[config.mk]
export PLATFORM = sky130hd
export DESIGN_NAME = sliding_mode_controller
export DESIGN_NICKNAME = d
export VERILOG_FILES = /design/src/rtl/core/smc_pkg.sv /design/src/rtl/core/smc_dp.sv /design/src/rtl/core/smc_ctrl.sv /design/src/rtl/core/sliding_mode_controller.sv
export SDC_FILE = /design/constraint.sdc
export NUM_CORES = 2
export LEC_CHECK = 0
export ABC_CLOCK_PERIOD_IN_PS = 9200
export BUFFER_PORTS_ARGS = -buffer_cell sky130_fd_sc_hd__buf_2
export CAP_MARGIN = 10
export CORE_ASPECT_RATIO = 1.4
export CORE_UTILIZATION = 48
export CTS_CLUSTER_DIAMETER = 200
export DETAILED_ROUTE_END_ITERATION = 12
export PLACE_DENSITY = 0.66
export SLEW_MARGIN = 40
export SYNTH_ARGS = -nofsm -noshare
export SYNTH_HDL_FRONTEND = slang
export SYNTH_SLANG_ARGS = --single-unit
export TNS_END_PERCENT = 20
[constraint.sdc]
create_clock -name i_clk -period 9.2 [get_ports i_clk]
set_input_delay 0.46 -clock i_clk [delete_from_list [all_inputs] [get_ports i_clk]]
set_output_delay 0.46 -clock i_clk [all_outputs]
set_load 0.05 [all_outputs]
[src/rtl/core/smc_pkg.sv]
// Sliding mode controller package: register indexes, widths and shared types.
// Used by smc_ctrl, smc_dp and sliding_mode_controller.
package smc_pkg;
    localparam int W = 32;
    localparam int CFG_IDX_W = 3;

    typedef enum logic [CFG_IDX_W-1:0] {
        REG_SLOPE  = 3'd0,
        REG_GAIN   = 3'd1,
        REG_PHI    = 3'd2,
        REG_SATMD  = 3'd3,
        REG_A0     = 3'd4,
        REG_A1     = 3'd5,
        REG_B      = 3'd6,
        REG_DT     = 3'd7
    } t_reg_idx;

    // datapath operations
    typedef enum logic [3:0] {
        OP_NONE,
        OP_LOAD,
        OP_MUL,
        OP_DIV,
        OP_ERR,
        OP_ED,
        OP_S,
        OP_RDN,
        OP_RD,
        OP_NUM,
        OP_UEQ,
        OP_USW,
        OP_OUT
    } t_op;

    // operand select codes
    localparam logic [3:0] S_SLOPE_E   = 4'd0;
    localparam logic [3:0] S_A0_Y      = 4'd1;
    localparam logic [3:0] S_A1_ED     = 4'd2;
    localparam logic [3:0] S_SLOPE_RD  = 4'd3;
    localparam logic [3:0] S_SLOPE_ED  = 4'd4;
    localparam logic [3:0] S_GAIN_S    = 4'd5;
    localparam logic [3:0] S_DIV_ED    = 4'd6;
    localparam logic [3:0] S_DIV_RD    = 4'd7;
    localparam logic [3:0] S_DIV_UEQ   = 4'd8;
    localparam logic [3:0] S_DIV_USW   = 4'd9;

    typedef struct packed {
        t_op        op;
        logic [3:0] sel;
    } t_cmd;

    typedef struct packed {
        logic busy;
        logic dt_zero;
    } t_sts;

    function automatic logic signed [W-1:0] sat32(input logic signed [79:0] v);
        if (v > 80'sd2147483647) return 32'sh7fffffff;
        if (v < -80'sd2147483648) return 32'sh80000000;
        return v[W-1:0];
    endfunction
endpackage

[src/rtl/core/smc_dp.sv]
// Sliding mode controller datapath: operand registers, serial multiplier
// and serial divider. Depends on smc_pkg; driven by smc_ctrl.
module smc_dp import smc_pkg::*; (
    input  logic                i_clk,
    input  logic                i_rst_n,
    input  t_cmd                i_cmd,
    output t_sts                o_sts,
    input  logic signed [W-1:0] i_ref,
    input  logic signed [W-1:0] i_meas,
    input  logic signed [W-1:0] i_slope,
    input  logic signed [W-1:0] i_gain,
    input  logic [30:0]         i_phi,
    input  logic                i_satmd,
    input  logic signed [W-1:0] i_a0,
    input  logic signed [W-1:0] i_a1,
    input  logic signed [W-1:0] i_b,
    input  logic [30:0]         i_dt,
    output logic signed [W-1:0] o_drive,
    output logic signed [W-1:0] o_surface
);
    logic signed [W-1:0] r_ref, r_y, r_e, r_last, r_ed, r_s, r_rd, r_ueq, r_usw;
    logic signed [49:0]  r_num;
    logic signed [49:0]  r_rdn;
    logic signed [W-1:0] r_drive, r_surf;

    // shift-add multiplier
    logic [63:0] r_macc;
    logic [31:0] r_mb;
    logic [62:0] r_ma;
    logic        r_mneg;
    logic [5:0]  r_mcnt;
    // restoring divider: 82-bit dividend
    logic [81:0] r_dq;
    logic [63:0] r_drem;
    logic [63:0] r_dden;
    logic        r_dneg;
    logic [6:0]  r_dcnt;

    logic signed [W-1:0] m_a, m_b;
    logic signed [81:0]  d_n;
    logic signed [63:0]  d_d;
    logic [31:0] ma_abs, mb_abs;
    logic [81:0] dn_abs;
    logic [63:0] dd_abs;
    logic [64:0] trial;
    logic signed [64:0] mprod;
    logic signed [63:0] mq;
    logic signed [82:0] dquo;

    always_comb begin
        m_a = i_slope; m_b = r_e;
        d_n = '0; d_d = 64'sd1;
        unique case (i_cmd.sel)
            S_SLOPE_E:  begin m_a = i_slope; m_b = r_e;   end
            S_A0_Y:     begin m_a = i_a0;    m_b = r_y;   end
            S_A1_ED:    begin m_a = i_a1;    m_b = r_ed;  end
            S_SLOPE_RD: begin m_a = i_slope; m_b = r_rd;  end
            S_SLOPE_ED: begin m_a = i_slope; m_b = r_ed;  end
            S_GAIN_S:   begin m_a = i_gain;  m_b = r_s;   end
            S_DIV_ED: begin
                d_n = (82'(r_e) - 82'(r_last)) <<< 16;
                d_d = 64'({1'b0, i_dt});
            end
            S_DIV_RD: begin
                d_n = 82'(r_rdn) <<< 16;
                d_d = 64'({1'b0, i_dt});
            end
            S_DIV_UEQ: begin
                d_n = 82'(r_num) <<< 16;
                d_d = 64'(i_b);
            end
            S_DIV_USW: begin
                d_n = 82'(signed'(r_macc));
                d_d = 64'({1'b0, i_phi});
            end
            default: ;
        endcase
        ma_abs = m_a[W-1] ? 32'(-m_a) : 32'(m_a);
        mb_abs = m_b[W-1] ? 32'(-m_b) : 32'(m_b);
        dn_abs = d_n[81] ? 82'(-d_n) : 82'(d_n);
        dd_abs = d_d[63] ? 64'(-d_d) : 64'(d_d);
        trial  = {r_drem[63:0], r_dq[81]} - {1'b0, r_dden};
        mprod  = r_mneg ? -$signed({1'b0, r_macc}) : $signed({1'b0, r_macc});
        mq     = 64'(mprod >>> 16);
        if (mprod < 0 && mprod[15:0] != 16'd0) mq = mq + 64'sd1;
        dquo   = r_dneg ? -$signed({1'b0, r_dq}) : $signed({1'b0, r_dq});
    end

    always_ff @(posedge i_clk) begin
        if (!i_rst_n) begin
            r_mcnt <= '0;
            r_dcnt <= '0;
            r_last <= '0;
        end else begin
            if (r_mcnt != 0) begin
                if (r_mb[0]) r_macc <= r_macc + 64'(r_ma);
                r_ma   <= r_ma << 1;
                r_mb   <= r_mb >> 1;
                r_mcnt <= r_mcnt - 6'd1;
            end
            if (r_dcnt != 0) begin
                if (!trial[64]) begin
                    r_drem <= trial[63:0];
                    r_dq   <= {r_dq[80:0], 1'b1};
                end else begin
                    r_drem <= {r_drem[62:0], r_dq[81]};
                    r_dq   <= {r_dq[80:0], 1'b0};
                end
                r_dcnt <= r_dcnt - 7'd1;
            end
            unique case (i_cmd.op)
                OP_LOAD: begin
                    r_ref <= i_ref;
                    r_y   <= i_meas;
                end
                OP_ERR: r_e <= sat32(80'(r_ref) - 80'(r_y));
                OP_MUL: begin
                    r_macc <= '0;
                    r_ma   <= 63'(ma_abs);
                    r_mb   <= mb_abs;
                    r_mneg <= m_a[W-1] ^ m_b[W-1];
                    r_mcnt <= 6'd32;
                end
                OP_DIV: begin
                    r_dq   <= dn_abs;
                    r_drem <= '0;
                    r_dden <= dd_abs;
                    r_dneg <= d_n[81] ^ d_d[63];
                    r_dcnt <= 7'd82;
                end
                OP_ED:  r_ed <= sat32(80'(dquo));
                OP_S:   r_s  <= sat32(80'(r_ed) + 80'(sat32(80'(mq))));
                OP_RDN: begin
                    r_rdn <= 50'(r_ref) - 50'(r_e) + 50'(r_ed);
                    r_num <= '0;
                end
                OP_RD:  r_rd <= sat32(80'(dquo));
                OP_NUM: r_num <= r_num + 50'(sat32(80'(mq)));
                OP_UEQ: begin
                    if (i_b == 0)
                        r_ueq <= (r_num > 0) ? 32'sh7fffffff :
                                 (r_num < 0) ? 32'sh80000000 : 32'sd0;
                    else
                        r_ueq <= sat32(80'(dquo));
                end
                OP_USW: begin
                    // r_macc holds |K*s| magnitude; restore sign as full product
                    if (i_cmd.sel == S_GAIN_S) begin
                        r_macc <= 64'(mprod);
                    end else begin
                        if (!i_satmd) begin
                            r_usw <= (r_s > 0) ? i_gain :
                                     (r_s < 0) ? sat32(-80'(i_gain)) : 32'sd0;
                        end else if ((r_s[W-1] ? -65'(r_s) : 65'(r_s)) <= 65'(i_phi)) begin
                            r_usw <= (i_phi == 0) ? 32'sd0 : sat32(80'(dquo));
                        end else begin
                            r_usw <= (r_s > 0) ? i_gain : sat32(-80'(i_gain));
                        end
                    end
                end
                OP_OUT: begin
                    r_drive <= sat32(80'(r_ueq) - 80'(r_usw));
                    r_surf  <= r_s;
                    r_last  <= r_e;
                end
                default: ;
            endcase
        end
    end

    assign o_sts.busy    = (r_mcnt != 0) || (r_dcnt != 0);
    assign o_sts.dt_zero = (i_dt == 0);
    assign o_drive   = r_drive;
    assign o_surface = r_surf;
endmodule

[src/rtl/core/smc_ctrl.sv]
// Sliding mode controller sequencer: steps the datapath through one sample.
// Depends on smc_pkg.
module smc_ctrl import smc_pkg::*; (
    input  logic i_clk,
    input  logic i_rst_n,
    input  logic i_in_valid,
    output logic o_in_ready,
    output logic o_out_valid,
    input  logic i_out_ready,
    input  t_sts i_sts,
    output t_cmd o_cmd
);
    typedef enum logic [5:0] {
        ST_IDLE, ST_ERR, ST_DED, ST_WED, ST_ED, ST_MS, ST_WS, ST_S, ST_RDN,
        ST_DRD, ST_WRD, ST_RD, ST_M0, ST_W0, ST_N0, ST_M1, ST_W1, ST_N1,
        ST_M2, ST_W2, ST_N2, ST_M3, ST_W3, ST_N3, ST_DU, ST_WU, ST_UEQ,
        ST_MK, ST_WK, ST_PK, ST_DK, ST_WDK, ST_USW, ST_OUT, ST_HOLD
    } t_state;
    t_state r_state, n_state;
    logic   r_out_valid;
    t_cmd   c;

    always_comb begin
        n_state = r_state;
        c = '{op: OP_NONE, sel: S_SLOPE_E};
        unique case (r_state)
            ST_IDLE: if (i_in_valid) begin
                c.op = OP_LOAD;
                n_state = i_sts.dt_zero ? ST_IDLE : ST_ERR;
            end
            ST_ERR: begin c.op = OP_ERR; n_state = ST_DED; end
            ST_DED: begin c = '{OP_DIV, S_DIV_ED}; n_state = ST_WED; end
            ST_WED: if (!i_sts.busy) n_state = ST_ED;
            ST_ED:  begin c = '{OP_ED, S_DIV_ED}; n_state = ST_MS; end
            ST_MS:  begin c = '{OP_MUL, S_SLOPE_E}; n_state = ST_WS; end
            ST_WS:  if (!i_sts.busy) n_state = ST_S;
            ST_S:   begin c.op = OP_S; n_state = ST_RDN; end
            ST_RDN: begin c.op = OP_RDN; n_state = ST_DRD; end
            ST_DRD: begin c = '{OP_DIV, S_DIV_RD}; n_state = ST_WRD; end
            ST_WRD: if (!i_sts.busy) n_state = ST_RD;
            ST_RD:  begin c = '{OP_RD, S_DIV_RD}; n_state = ST_M0; end
            ST_M0:  begin c = '{OP_MUL, S_A0_Y}; n_state = ST_W0; end
            ST_W0:  if (!i_sts.busy) n_state = ST_N0;
            ST_N0:  begin c.op = OP_NUM; n_state = ST_M1; end
            ST_M1:  begin c = '{OP_MUL, S_A1_ED}; n_state = ST_W1; end
            ST_W1:  if (!i_sts.busy) n_state = ST_N1;
            ST_N1:  begin c.op = OP_NUM; n_state = ST_M2; end
            ST_M2:  begin c = '{OP_MUL, S_SLOPE_RD}; n_state = ST_W2; end
            ST_W2:  if (!i_sts.busy) n_state = ST_N2;
            ST_N2:  begin c.op = OP_NUM; n_state = ST_M3; end
            ST_M3:  begin c = '{OP_MUL, S_SLOPE_ED}; n_state = ST_W3; end
            ST_W3:  if (!i_sts.busy) n_state = ST_N3;
            ST_N3:  begin c.op = OP_NUM; n_state = ST_DU; end
            ST_DU:  begin c = '{OP_DIV, S_DIV_UEQ}; n_state = ST_WU; end
            ST_WU:  if (!i_sts.busy) n_state = ST_UEQ;
            ST_UEQ: begin c = '{OP_UEQ, S_DIV_UEQ}; n_state = ST_MK; end
            ST_MK:  begin c = '{OP_MUL, S_GAIN_S}; n_state = ST_WK; end
            ST_WK:  if (!i_sts.busy) n_state = ST_PK;
            ST_PK:  begin c = '{OP_USW, S_GAIN_S}; n_state = ST_DK; end
            ST_DK:  begin c = '{OP_DIV, S_DIV_USW}; n_state = ST_WDK; end
            ST_WDK: if (!i_sts.busy) n_state = ST_USW;
            ST_USW: begin c = '{OP_USW, S_DIV_USW}; n_state = ST_OUT; end
            ST_OUT: if (!r_out_valid || i_out_ready) begin
                c.op = OP_OUT; n_state = ST_IDLE;
            end
            default: n_state = ST_IDLE;
        endcase
    end

    always_ff @(posedge i_clk) begin
        if (!i_rst_n) begin
            r_state <= ST_IDLE;
            r_out_valid <= 1'b0;
        end else begin
            r_state <= n_state;
            if (c.op == OP_OUT) r_out_valid <= 1'b1;
            else if (i_out_ready) r_out_valid <= 1'b0;
        end
    end

    assign o_cmd = c;
    assign o_in_ready = (r_state == ST_IDLE);
    assign o_out_valid = r_out_valid;
endmodule

[src/rtl/core/sliding_mode_controller.sv]
// Sliding mode controller with boundary layer, signed Q16.16 saturating.
// A sample is taken only once the previous one is through: six products on
// a serial shift-add multiplier and four quotients on a restoring divider,
// run one after another, plus load, error, numerator setup and output.
// The result sits in an output register, so the next word is taken while it
// waits. A sample with zero period is consumed silently.
// Top level; depends on smc_pkg, smc_ctrl, smc_dp.
module sliding_mode_controller import smc_pkg::*; (
    input  logic                i_clk,
    input  logic                i_rst_n,
    input  logic                i_in_valid,
    output logic                o_in_ready,
    input  logic signed [W-1:0] i_reference,
    input  logic signed [W-1:0] i_measured,
    output logic                o_out_valid,
    input  logic                i_out_ready,
    output logic signed [W-1:0] o_drive,
    output logic signed [W-1:0] o_surface,
    input  logic                i_cfg_valid,
    output logic                o_cfg_ready,
    input  logic [CFG_IDX_W-1:0] i_cfg_index,
    input  logic [W-1:0]        i_cfg_data
);
    logic signed [W-1:0] r_slope, r_gain, r_a0, r_a1, r_b;
    logic [30:0] r_phi, r_dt;
    logic        r_satmd;
    t_cmd cmd;
    t_sts sts;

    always_ff @(posedge i_clk) begin
        if (!i_rst_n) begin
            r_slope <= 32'sd65536; r_gain <= 32'sd65536; r_phi <= 31'd65536;
            r_satmd <= 1'b1; r_a0 <= '0; r_a1 <= '0; r_b <= 32'sd65536; r_dt <= 31'd66;
        end else if (i_cfg_valid) begin
            unique case (t_reg_idx'(i_cfg_index))
                REG_SLOPE: r_slope <= i_cfg_data;
                REG_GAIN:  r_gain  <= i_cfg_data;
                REG_PHI:   r_phi   <= i_cfg_data[30:0];
                REG_SATMD: r_satmd <= i_cfg_data[0];
                REG_A0:    r_a0    <= i_cfg_data;
                REG_A1:    r_a1    <= i_cfg_data;
                REG_B:     r_b     <= i_cfg_data;
                REG_DT:    r_dt    <= i_cfg_data[30:0];
                default: ;
            endcase
        end
    end
    assign o_cfg_ready = 1'b1;

    smc_ctrl u_ctrl (
        .i_clk, .i_rst_n, .i_in_valid, .o_in_ready, .o_out_valid, .i_out_ready,
        .i_sts(sts), .o_cmd(cmd)
    );

    smc_dp u_dp (
        .i_clk, .i_rst_n, .i_cmd(cmd), .o_sts(sts),
        .i_ref(i_reference), .i_meas(i_measured),
        .i_slope(r_slope), .i_gain(r_gain), .i_phi(r_phi), .i_satmd(r_satmd),
        .i_a0(r_a0), .i_a1(r_a1), .i_b(r_b), .i_dt(r_dt),
        .o_drive, .o_surface
    );

    a_ready_idle: assert property (@(posedge i_clk) disable iff (!i_rst_n)
        (o_in_ready && i_in_valid) |=> !sts.busy)
        else $error("engine busy after accept");
    a_out_hold: assert property (@(posedge i_clk) disable iff (!i_rst_n)
        (o_out_valid && !i_out_ready) |=> (o_out_valid && $stable(o_drive)))
        else $error("output word dropped");
endmodule
== Yosys cells after proc, flatten, opt, wreduce, memory -nomap -nowiden ==
Cells that the tools add are included.
Widths: inputs -> output; s select.

* Flip-flop bits (word level): 1066
* Input port bits: 104
* Output and inout port bits: 67
* Logic and storage cells: 386

* Add/sub/neg operators: 20
* $lt $le $gt $ge: 18
* Equality and inequality tests: 73
* Multiplexer cells: 182
* Bitwise logic cells: 4
* Reductions and logical operators: 52

{| class="wikitable"
|+ Operators with widths
! cell !! count
|-
| $mux 32 || 52
|-
| $gt 80x32->1 const B || 5
|-
| $lt 80x32->1 const B || 5
|-
| $mux 64 || 6
|-
| $pmux 82 s4 || 1
|-
| $mux 82 || 3
|-
| $pmux 6 s34 || 1
|-
| $pmux 64 s3 || 1
|-
| $sub 32x32->33 || 4
|-
| $mux 65 || 2
|-
| $pmux 32 s4 || 1
|-
| $pmux 64 s2 || 1
|-
| $mux 63 || 2
|-
| $pmux 50 s2 || 1
|-
| $eq 6x5->1 const B || 16
|-
| $pmux 32 s3 || 1
|-
| $mux 1 || 90
|-
| $mux 6 || 14
|-
| $neg 82->82 || 1
|-
| $mux 80 || 1
|-
| $neg 32->80 || 1
|-
| $neg 80->80 || 1
|-
| $le 65x31->1 || 1
|-
| $lt 65x1->1 const B || 1
|-
| other kinds (55) || 137
|}

== Longest topological paths before layout ==
* Depth in word-level cells: 26
* Mapped depth: 36
* Depth with buffers taken out: 33

== Cells and area by module ==
From an unflattened synthesis, not the netlist that was laid out.

* Cell total of the unflattened synthesis: 8417
* Area total of the unflattened synthesis: 74699.1 µm²

{| class="wikitable"
|+ By module, submodules not included
! module !! times used !! cells an instance !! area an instance (µm²) !! seq. area each (µm²)
|-
| smc_dp || 1 || 7504 || 65646.7 || 24173.2
|-
| sliding_mode_controller || 1 || 775 || 8080.2 || 4464.3
|-
| smc_ctrl || 1 || 138 || 972.2 || 140.1
|}

== Worst setup path before layout ==
No wires, ideal clock.

* Path type: reg2reg
* Start point: register u_ctrl.r_state[4]
* End point: register u_dp.r_dq[0], enable pin
* Setup time: 702 ps
* Arrival time: 9052 ps
* Required time: 8498 ps
* Setup slack: -554 ps
* Cell stages (with the launch flop): 11
* Path buffers: 3
* Period minus slack after synthesis: 9754 ps
* Cells stage by stage: dfxtp_1 clkbuf_1 clkbuf_1 buf_1 nor2_1 nand2_1 o21ai_0 a32oi_1 o2111ai_1 or4_1 o22ai_1

* Word-level cells in the longest chain between the ends: 6
* Elaborated cells between the ends (all ways): 32
* Those cells by class: 24 x eq/ne; 1 x mux; 7 x reduce/logical

{| class="wikitable"
|+ RTL lines
! what !! RTL line !! RTL
|-
| start, declared || smc_ctrl.sv:19 || <nowiki>t_state r_state, n_state;</nowiki>
|-
| start signal, assigned || smc_ctrl.sv:75 || <nowiki>r_state <= n_state;</nowiki>
|-
| $eq 6x3->1 (tied with other cells) || smc_ctrl.sv:26 || <nowiki>unique case (r_state)</nowiki>
|-
| $reduce_or 6->1 (no line) (tied with other cells) || n/a ||
|-
| $pmux 4 s12 * || smc_ctrl.sv:26 ||
|-
| $eq 4x2->1 * || smc_dp.sv:111 || <nowiki>unique case (i_cmd.op)</nowiki>
|-
| $reduce_bool 2->1 (no line) * || n/a ||
|-
| $reduce_and 2->1 (no line) * || n/a ||
|-
| end signal, assigned || smc_dp.sv:104 || <nowiki>r_dq <= {r_dq[80:0], 1'b1};</nowiki>
|-
| end signal, assigned || smc_dp.sv:107 || <nowiki>r_dq <= {r_dq[80:0], 1'b0};</nowiki>
|-
| end signal, assigned || smc_dp.sv:125 || <nowiki>r_dq <= dn_abs;</nowiki>
|-
| end, declared || smc_dp.sv:33 || <nowiki>logic [81:0] r_dq;</nowiki>
|}

Mark *: on every way between the ends. The rest lies on a longest branch, timed or not.
A chain may end at the register's enable or synchronous reset.

== Final worst setup path ==
* Start point: register u_dp.r_macc[6]
* End point: register u_dp.r_num[44] (data pin)

* Word-level cells in the longest chain between the ends: 16
* Elaborated cells between the ends (all ways): 23
* Those cells by class: 3 x add/sub; 3 x order compare; 15 x mux; 2 x reduce/logical

{| class="wikitable"
|+ RTL lines
! what !! RTL line !! RTL
|-
| start, declared || smc_dp.sv:27 || <nowiki>logic [63:0] r_macc;</nowiki>
|-
| start signal, assigned || smc_dp.sv:96 || <nowiki>if (r_mb[0]) r_macc <= r_macc + 64'(r_ma);</nowiki>
|-
| start signal, assigned || smc_dp.sv:149 || <nowiki>r_macc <= 64'(mprod);</nowiki>
|-
| $neg 64->65 || smc_dp.sv:83 || <nowiki>mprod = r_mneg ? -$signed({1'b0, r_macc}) : $signed({1'b0, r_macc});</nowiki>
|-
| $mux 65 * || smc_dp.sv:83 ||
|-
| $lt 65x1->1 or $reduce_bool 16->1 (tied branches) || smc_dp.sv:85 || <nowiki>if (mprod < 0 && mprod[15:0] != 16'd0) mq = mq + 64'sd1;</nowiki>
|-
| $logic_and 1x1->1 || smc_dp.sv:85 ||
|-
| $mux 64 * || smc_dp.sv:85 ||
|-
| $lt 64x32->1 || smc_pkg.sv:59 || <nowiki>if (v < -80'sd2147483648) return 32'sh80000000;</nowiki>
|-
| $mux 1 (2 in series) || smc_pkg.sv:59 ||
|-
| $mux 1 || smc_dp.sv:111 ||
|-
| $mux 1 || smc_dp.sv:90 || <nowiki>if (!i_rst_n) begin</nowiki>
|-
| $mux 32 || smc_pkg.sv:60 || <nowiki>return v[W-1:0];</nowiki>
|-
| $mux 32 * || smc_pkg.sv:59 ||
|-
| $mux 32 * || smc_dp.sv:111 ||
|-
| $mux 32 * || smc_dp.sv:90 ||
|-
| $add 50x32->50 * || smc_dp.sv:138 || <nowiki>OP_NUM: r_num <= r_num + 50'(sat32(80'(mq)));</nowiki>
|-
| $pmux 50 s2 * || smc_dp.sv:111 ||
|-
| end signal, assigned || smc_dp.sv:138 ||
|-
| end, declared || smc_dp.sv:22 || <nowiki>logic signed [49:0] r_num;</nowiki>
|}

Mark *: on every way between the ends. The rest lies on a longest branch, timed or not. The select of a mux whose other input is x is not followed.

==> metrics.txt <==
# TYPE chip_impl_metric gauge
chip_impl_info{name="outcome",value="completed"} 1
chip_impl_info{name="reg2reg_to",value="u_dp.r_num[44]"} 1
chip_impl_info{name="synth_top_cell_by_area",value="edfxtp_1"} 1
chip_impl_metric{name="areaGrowthSynthToFinish",unit="%"} 12.60
chip_impl_metric{name="cap_violations",unit=""} 0
chip_impl_info{name="path_delay_family",value="compound AO/OA/AOI/OAI gates"} 1
chip_impl_metric{name="placement.io_buffers",unit=""} 169
chip_impl_metric{name="wirelength",unit="um"} 295100
chip_impl_metric{name="power.density",unit="mW/mm^2"} 323.2
chip_impl_metric{name="die_w",unit="um"} 337.3
chip_impl_metric{name="crit_fanout",unit=""} 20
chip_impl_metric{name="worst_path_arrival",unit="ns"} 9.44
chip_impl_metric{name="final_hold_viol_count",unit=""} 0
chip_impl_metric{name="detailroute.wirelength.met2",unit="um"} 133300
chip_impl_metric{name="worst_ir_drop_on_vdd",unit="mV"} 0.2150
chip_impl_metric{name="maximum_number_of_buffers_from_clock_root_to_sink",unit=""} 3
chip_impl_info{name="hold_end",value="r_satmd"} 1
chip_impl_metric{name="numClockSinks",unit=""} 1050
chip_impl_metric{name="power_leakage",unit="nW"} 32.62
chip_impl_info{name="worstSetupStartpointType",value="register"} 1
chip_impl_metric{name="gp_congestion",unit=""} 1.045
chip_impl_metric{name="worst_pin_slew",unit="ns"} 1.023
chip_impl_info{name="worst_flop_to_flop_path_startpoint",value="u_dp.r_macc[6]"} 1
chip_impl_metric{name="synth_async_sr_flop_share",unit="%"} 0
chip_impl_metric{name="worst-r2r-setup-slack",unit="ns"} 0.24
chip_impl_metric{name="synth-compound-area-share",unit="%"} 22.10
chip_impl_metric{name="synth_xor_area_share",unit="%"} 7.116
chip_impl_metric{name="period_share",unit="%"} 97.36
chip_impl_metric{name="dr.first_iter.drc_count",unit=""} 8107
chip_impl_info{name="hold_class",value="input pin to register"} 1
chip_impl_metric{name="timing.setup.tns",unit="ns"} 0
chip_impl_metric{name="worst-r2r-cell-count",unit=""} 28
chip_impl_metric{name="nNetsFinal",unit=""} 9542
chip_impl_metric{name="placement.setup.worst_slack",unit="ns"} 0.1374
chip_impl_metric{name="number_of_clock_buffers_inserted_by_tritoncts",unit=""} 112
chip_impl_metric{name="synth.avg_cell_area",unit="um^2"} 8.572
chip_impl_metric{name="grt_max_degree",unit=""} 160
chip_impl_metric{name="finalSetupViolCount",unit=""} 0
chip_impl_info{name="synth_top_family_by_area",value="compound AO/OA/AOI/OAI gates"} 1
chip_impl_metric{name="timing.max_slew.rel_slack",unit="%"} 31.53
chip_impl_metric{name="post_synth_and_or_nand_nor_area_fraction",unit="%"} 18.70
chip_impl_metric{name="postSynthRegisterBits",unit=""} 1050
chip_impl_metric{name="total_standard_cell_area_after_synthesis",unit="mm^2"} 0.07557
chip_impl_metric{name="die_area",unit="mm^2"} 0.1591
chip_impl_metric{name="htree_levels",unit=""} 3
chip_impl_metric{name="antenna_violations_before_repair",unit=""} 12
chip_impl_info{name="grt_setup_unrepaired",value="false"} 1
chip_impl_metric{name="final_layout_size_suffix_gt1_share",unit="%"} 9.245
chip_impl_info{name="timing.critical_path.mode_cell",value="a21o_1"} 1
chip_impl_info{name="tritoncts",value="built"} 1
chip_impl_metric{name="data_required_time_of_the_critical_path",unit="ns"} 9.68
chip_impl_metric{name="drc",unit=""} 0
chip_impl_metric{name="area_share_of_fa_ha_maj_cells_after_synthesis",unit="%"} 7.583
chip_impl_metric{name="met3RoutedLength",unit="um"} 24080
chip_impl_metric{name="avgRoutedWirePerCell",unit="um"} 26.36
chip_impl_metric{name="final_critical_path_setup_slack",unit="ns"} 0.2424
chip_impl_metric{name="detailed_placer_s_ending_hpwl",unit="um"} 225600
chip_impl_metric{name="critical-path-max-stage-delay",unit="ns"} 0.76
chip_impl_metric{name="fin_worst_skew",unit="ns"} 0.07750
chip_impl_info{name="critical_path_class",value="register to register"} 1
chip_impl_metric{name="overall_die_height",unit="um"} 471.5
chip_impl_metric{name="core",unit="mm^2"} 0.1558
chip_impl_metric{name="start_util",unit="%"} 48.52
chip_impl_metric{name="timing_max_transition_violations_final",unit=""} 0
chip_impl_metric{name="worst-path-buf-inv",unit=""} 2
chip_impl_metric{name="globalRoute.totalOverflow",unit=""} 0
chip_impl_metric{name="synth.yosys.warnings",unit=""} 0
chip_impl_metric{name="drt.antenna.violating_nets",unit=""} 0
chip_impl_metric{name="cts.clk_slew.worst_paths",unit="ns"} 0.06
chip_impl_metric{name="netlist.area_leader.share",unit="%"} 30.80
chip_impl_metric{name="route.layer.met1.wl",unit="um"} 111700
chip_impl_metric{name="grt_pass1_vias",unit=""} 67089
chip_impl_metric{name="synth_cells",unit=""} 8816
chip_impl_info{name="netlist_top_cells_area",value="edfxtp_1 (31%), dfxtp_1 (7.3%), ha_1 (6.5%)"} 1
chip_impl_metric{name="yosysSeqAreaShare",unit="%"} 38.08
chip_impl_metric{name="grt_first_pass_wirelength",unit="um"} 432100
chip_impl_metric{name="whs_path_depth",unit=""} 3
chip_impl_metric{name="maxClockFrequency",unit="MHz"} 111.6
chip_impl_metric{name="num_vias",unit=""} 70706
chip_impl_metric{name="synth.area.mux_share",unit="%"} 1.341
chip_impl_metric{name="detailedRoute.firstPassIterationCount",unit=""} 12
chip_impl_info{name="critPathSlowestCell",value="or4b_2"} 1
chip_impl_info{name="worst_setup_path_end_kind",value="register"} 1
chip_impl_metric{name="clock_insertion_delay_worst_skew",unit="ns"} 0.82
chip_impl_metric{name="synthDistinctLibCells",unit=""} 105
chip_impl_metric{name="grt_use_total",unit="%"} 36.42
chip_impl_info{name="clock-root-buffer",value="clkbuf_16"} 1
chip_impl_metric{name="avgViaCountPerCell",unit=""} 6.316
chip_impl_info{name="maxUsedRoutingLayer",value="met5"} 1
chip_impl_metric{name="num_rows",unit=""} 171
chip_impl_metric{name="post_synth_edffs",unit=""} 775
chip_impl_metric{name="period_minus_slack",unit="ns"} 8.958
chip_impl_info{name="synth_flop_cell",value="edfxtp_1"} 1
chip_impl_info{name="min-delay-start",value="i_cfg_index[0]"} 1
chip_impl_metric{name="boundaryPins",unit=""} 171
## final cells by class
class	count	area, um^2
sequential	1050	28780
inverter	494	1862
clock inverter	68	977.2
multi-input combinational	6799	43680
timing repair buffer	552	4135
antenna	11	27.53
fill	14502	70670
clock buffer	145	3033
tap	2076	2597
## sequential cells by signal, summed over array words and instances (netlist names), 34 cells and up
| name | count |
|---|---|
| u_dp.r_num | 50 |
| u_dp.r_macc | 64 |
| u_dp.r_dden | 64 |
| u_dp.r_ma | 63 |
| u_dp.r_dq | 82 |
| u_dp.r_rdn | 34 |
| u_dp.r_drem | 64 |
## cells in the mapped netlist, types with 54 or more instances
cell and instances:
edfxtp_1 775, mux2i_1 90, buf_1 54, xor2_1 268, ha_1 390, o31ai_1 84
o21bai_1 60, o211ai_1 65, clkbuf_1 423, dfxtp_1 275, a221oi_1 55, a21oi_1 813
and2_1 88, a222oi_1 83, nand2b_1 119, nor3_1 217, or3_1 74, a31oi_1 110
o21ai_0 581, nor2b_1 68, nor4_1 103, a22oi_1 74, and3_1 65, nand4_1 88
a21o_1 169, nor2_1 514, a211oi_1 62, nand2_1 1297, nand3_1 161, o21a_1 61
xnor2_1 346, inv_1 492
## placed cells by master, fill, tap and decap left out, types with 32 or more instances in the layout
cell	synthesis	final
nand3_1	161	159
buf_2	14	169
inv_1	492	491
conb_1	2	32
a21o_1	169	167
a22oi_1	74	74
clkbuf_16	0	113
nor2_1	514	498
a222oi_1	83	83
fa_1	39	39
nor3_1	217	208
a21oi_1	813	809
o41ai_1	38	35
a221oi_1	55	53
or3_1	74	73
nor4_1	103	96
dfxtp_1	275	273
or2_2	49	49
and3_1	65	65
o21a_1	61	61
o211ai_1	65	65
ha_1	390	390
nor2b_1	68	64
nand2_1	1297	1294
o31ai_1	84	82
mux2i_1	90	90
edfxtp_1	775	775
a31oi_1	110	108
xor2_1	268	262
o22ai_1	40	37
o21ai_0	581	579
xnor2_1	346	341
buf_4	2	267
a211oi_1	62	61
nand2b_1	119	116
dlygate4sd3_1	0	96
nand4_1	88	88
or4_1	42	40
o21bai_1	60	59
and2_1	88	88
## how the worst max path moves through the flow
stage / from / to / slack [ns] / depth (start not counted)
after floorplan: u_dp.r_macc[7] / u_dp.r_s[10] / 0.67 / 34
after global placement: u_dp.r_macc[2] / u_dp.r_s[30] / 0.15 / 30
after detailed placement: u_dp.r_macc[2] / u_dp.r_num[44] / 0.14 / 28
after CTS: u_dp.r_macc[2] / u_dp.r_num[44] / 0.02 / 28
after global routing: u_dp.r_macc[6] / u_dp.r_s[28] / 0.008 / 29
final: u_dp.r_macc[6] / u_dp.r_num[44] / 0.24 / 28
## layer usage
metal | global-route usage, % | vias to the layer above
met5 | 0 | -
met4 | 27.11 | 2
li1 | - | 32477
met1 | 44.14 | 34159
met3 | 6.347 | 731
met2 | 57.72 | 3337
## report_power, final
group / total, W / internal [W] / switching, W
registers: 0.00794 / 0.00685 / 0.00108
logic: 0.0146 / 0.00528 / 0.00929
clock network: 0.00500 / 0.00286 / 0.00214
## cells by family after synthesis
logic type | after synthesis
AOI/OAI and AO/OA | 2618
xor gates and xnor gates | 614
adders and majority gates | 436
buffers and inverters | 997
DFF | 1050
muxes | 100
other | 2
and+or+nand+nor | 2999
## worst min-delay path, stage by stage
cell	delay (ns)
buf_2	0.18
nand4_1	0.12
nand3_1	0.09
## per-stage QoR
step | hold WS, ns | utilization (%) | power, W | cell area [um^2] | instances
floorplan | 0.4336 | - | 0.01732 | 75690 | 8846
detailed placement | 0.4460 | 51.27 | 0.02211 | 79860 | 10868
CTS | 0.02857 | 54.46 | 0.02719 | 84830 | 11177
global route | 0.08128 | 54.61 | 0.02901 | 85070 | 11184
global placement | 0.4384 | 51.14 | 0.02190 | 79660 | 10863
finish | 0.08614 | 54.63 | 0.02751 | 85090 | 11195
## timing repair
| action | CTS | global route |
|---|---|---|
| setup endpoints to repair | 0 | 44 |
| hold buffers | 96 | 0 |
| endpoints found under the hold margin | 272 | 0 |
| buffers inserted | 0 | 3 |
| resized for setup | 0 | 24 |
Power figures use the tool's default switching activity.
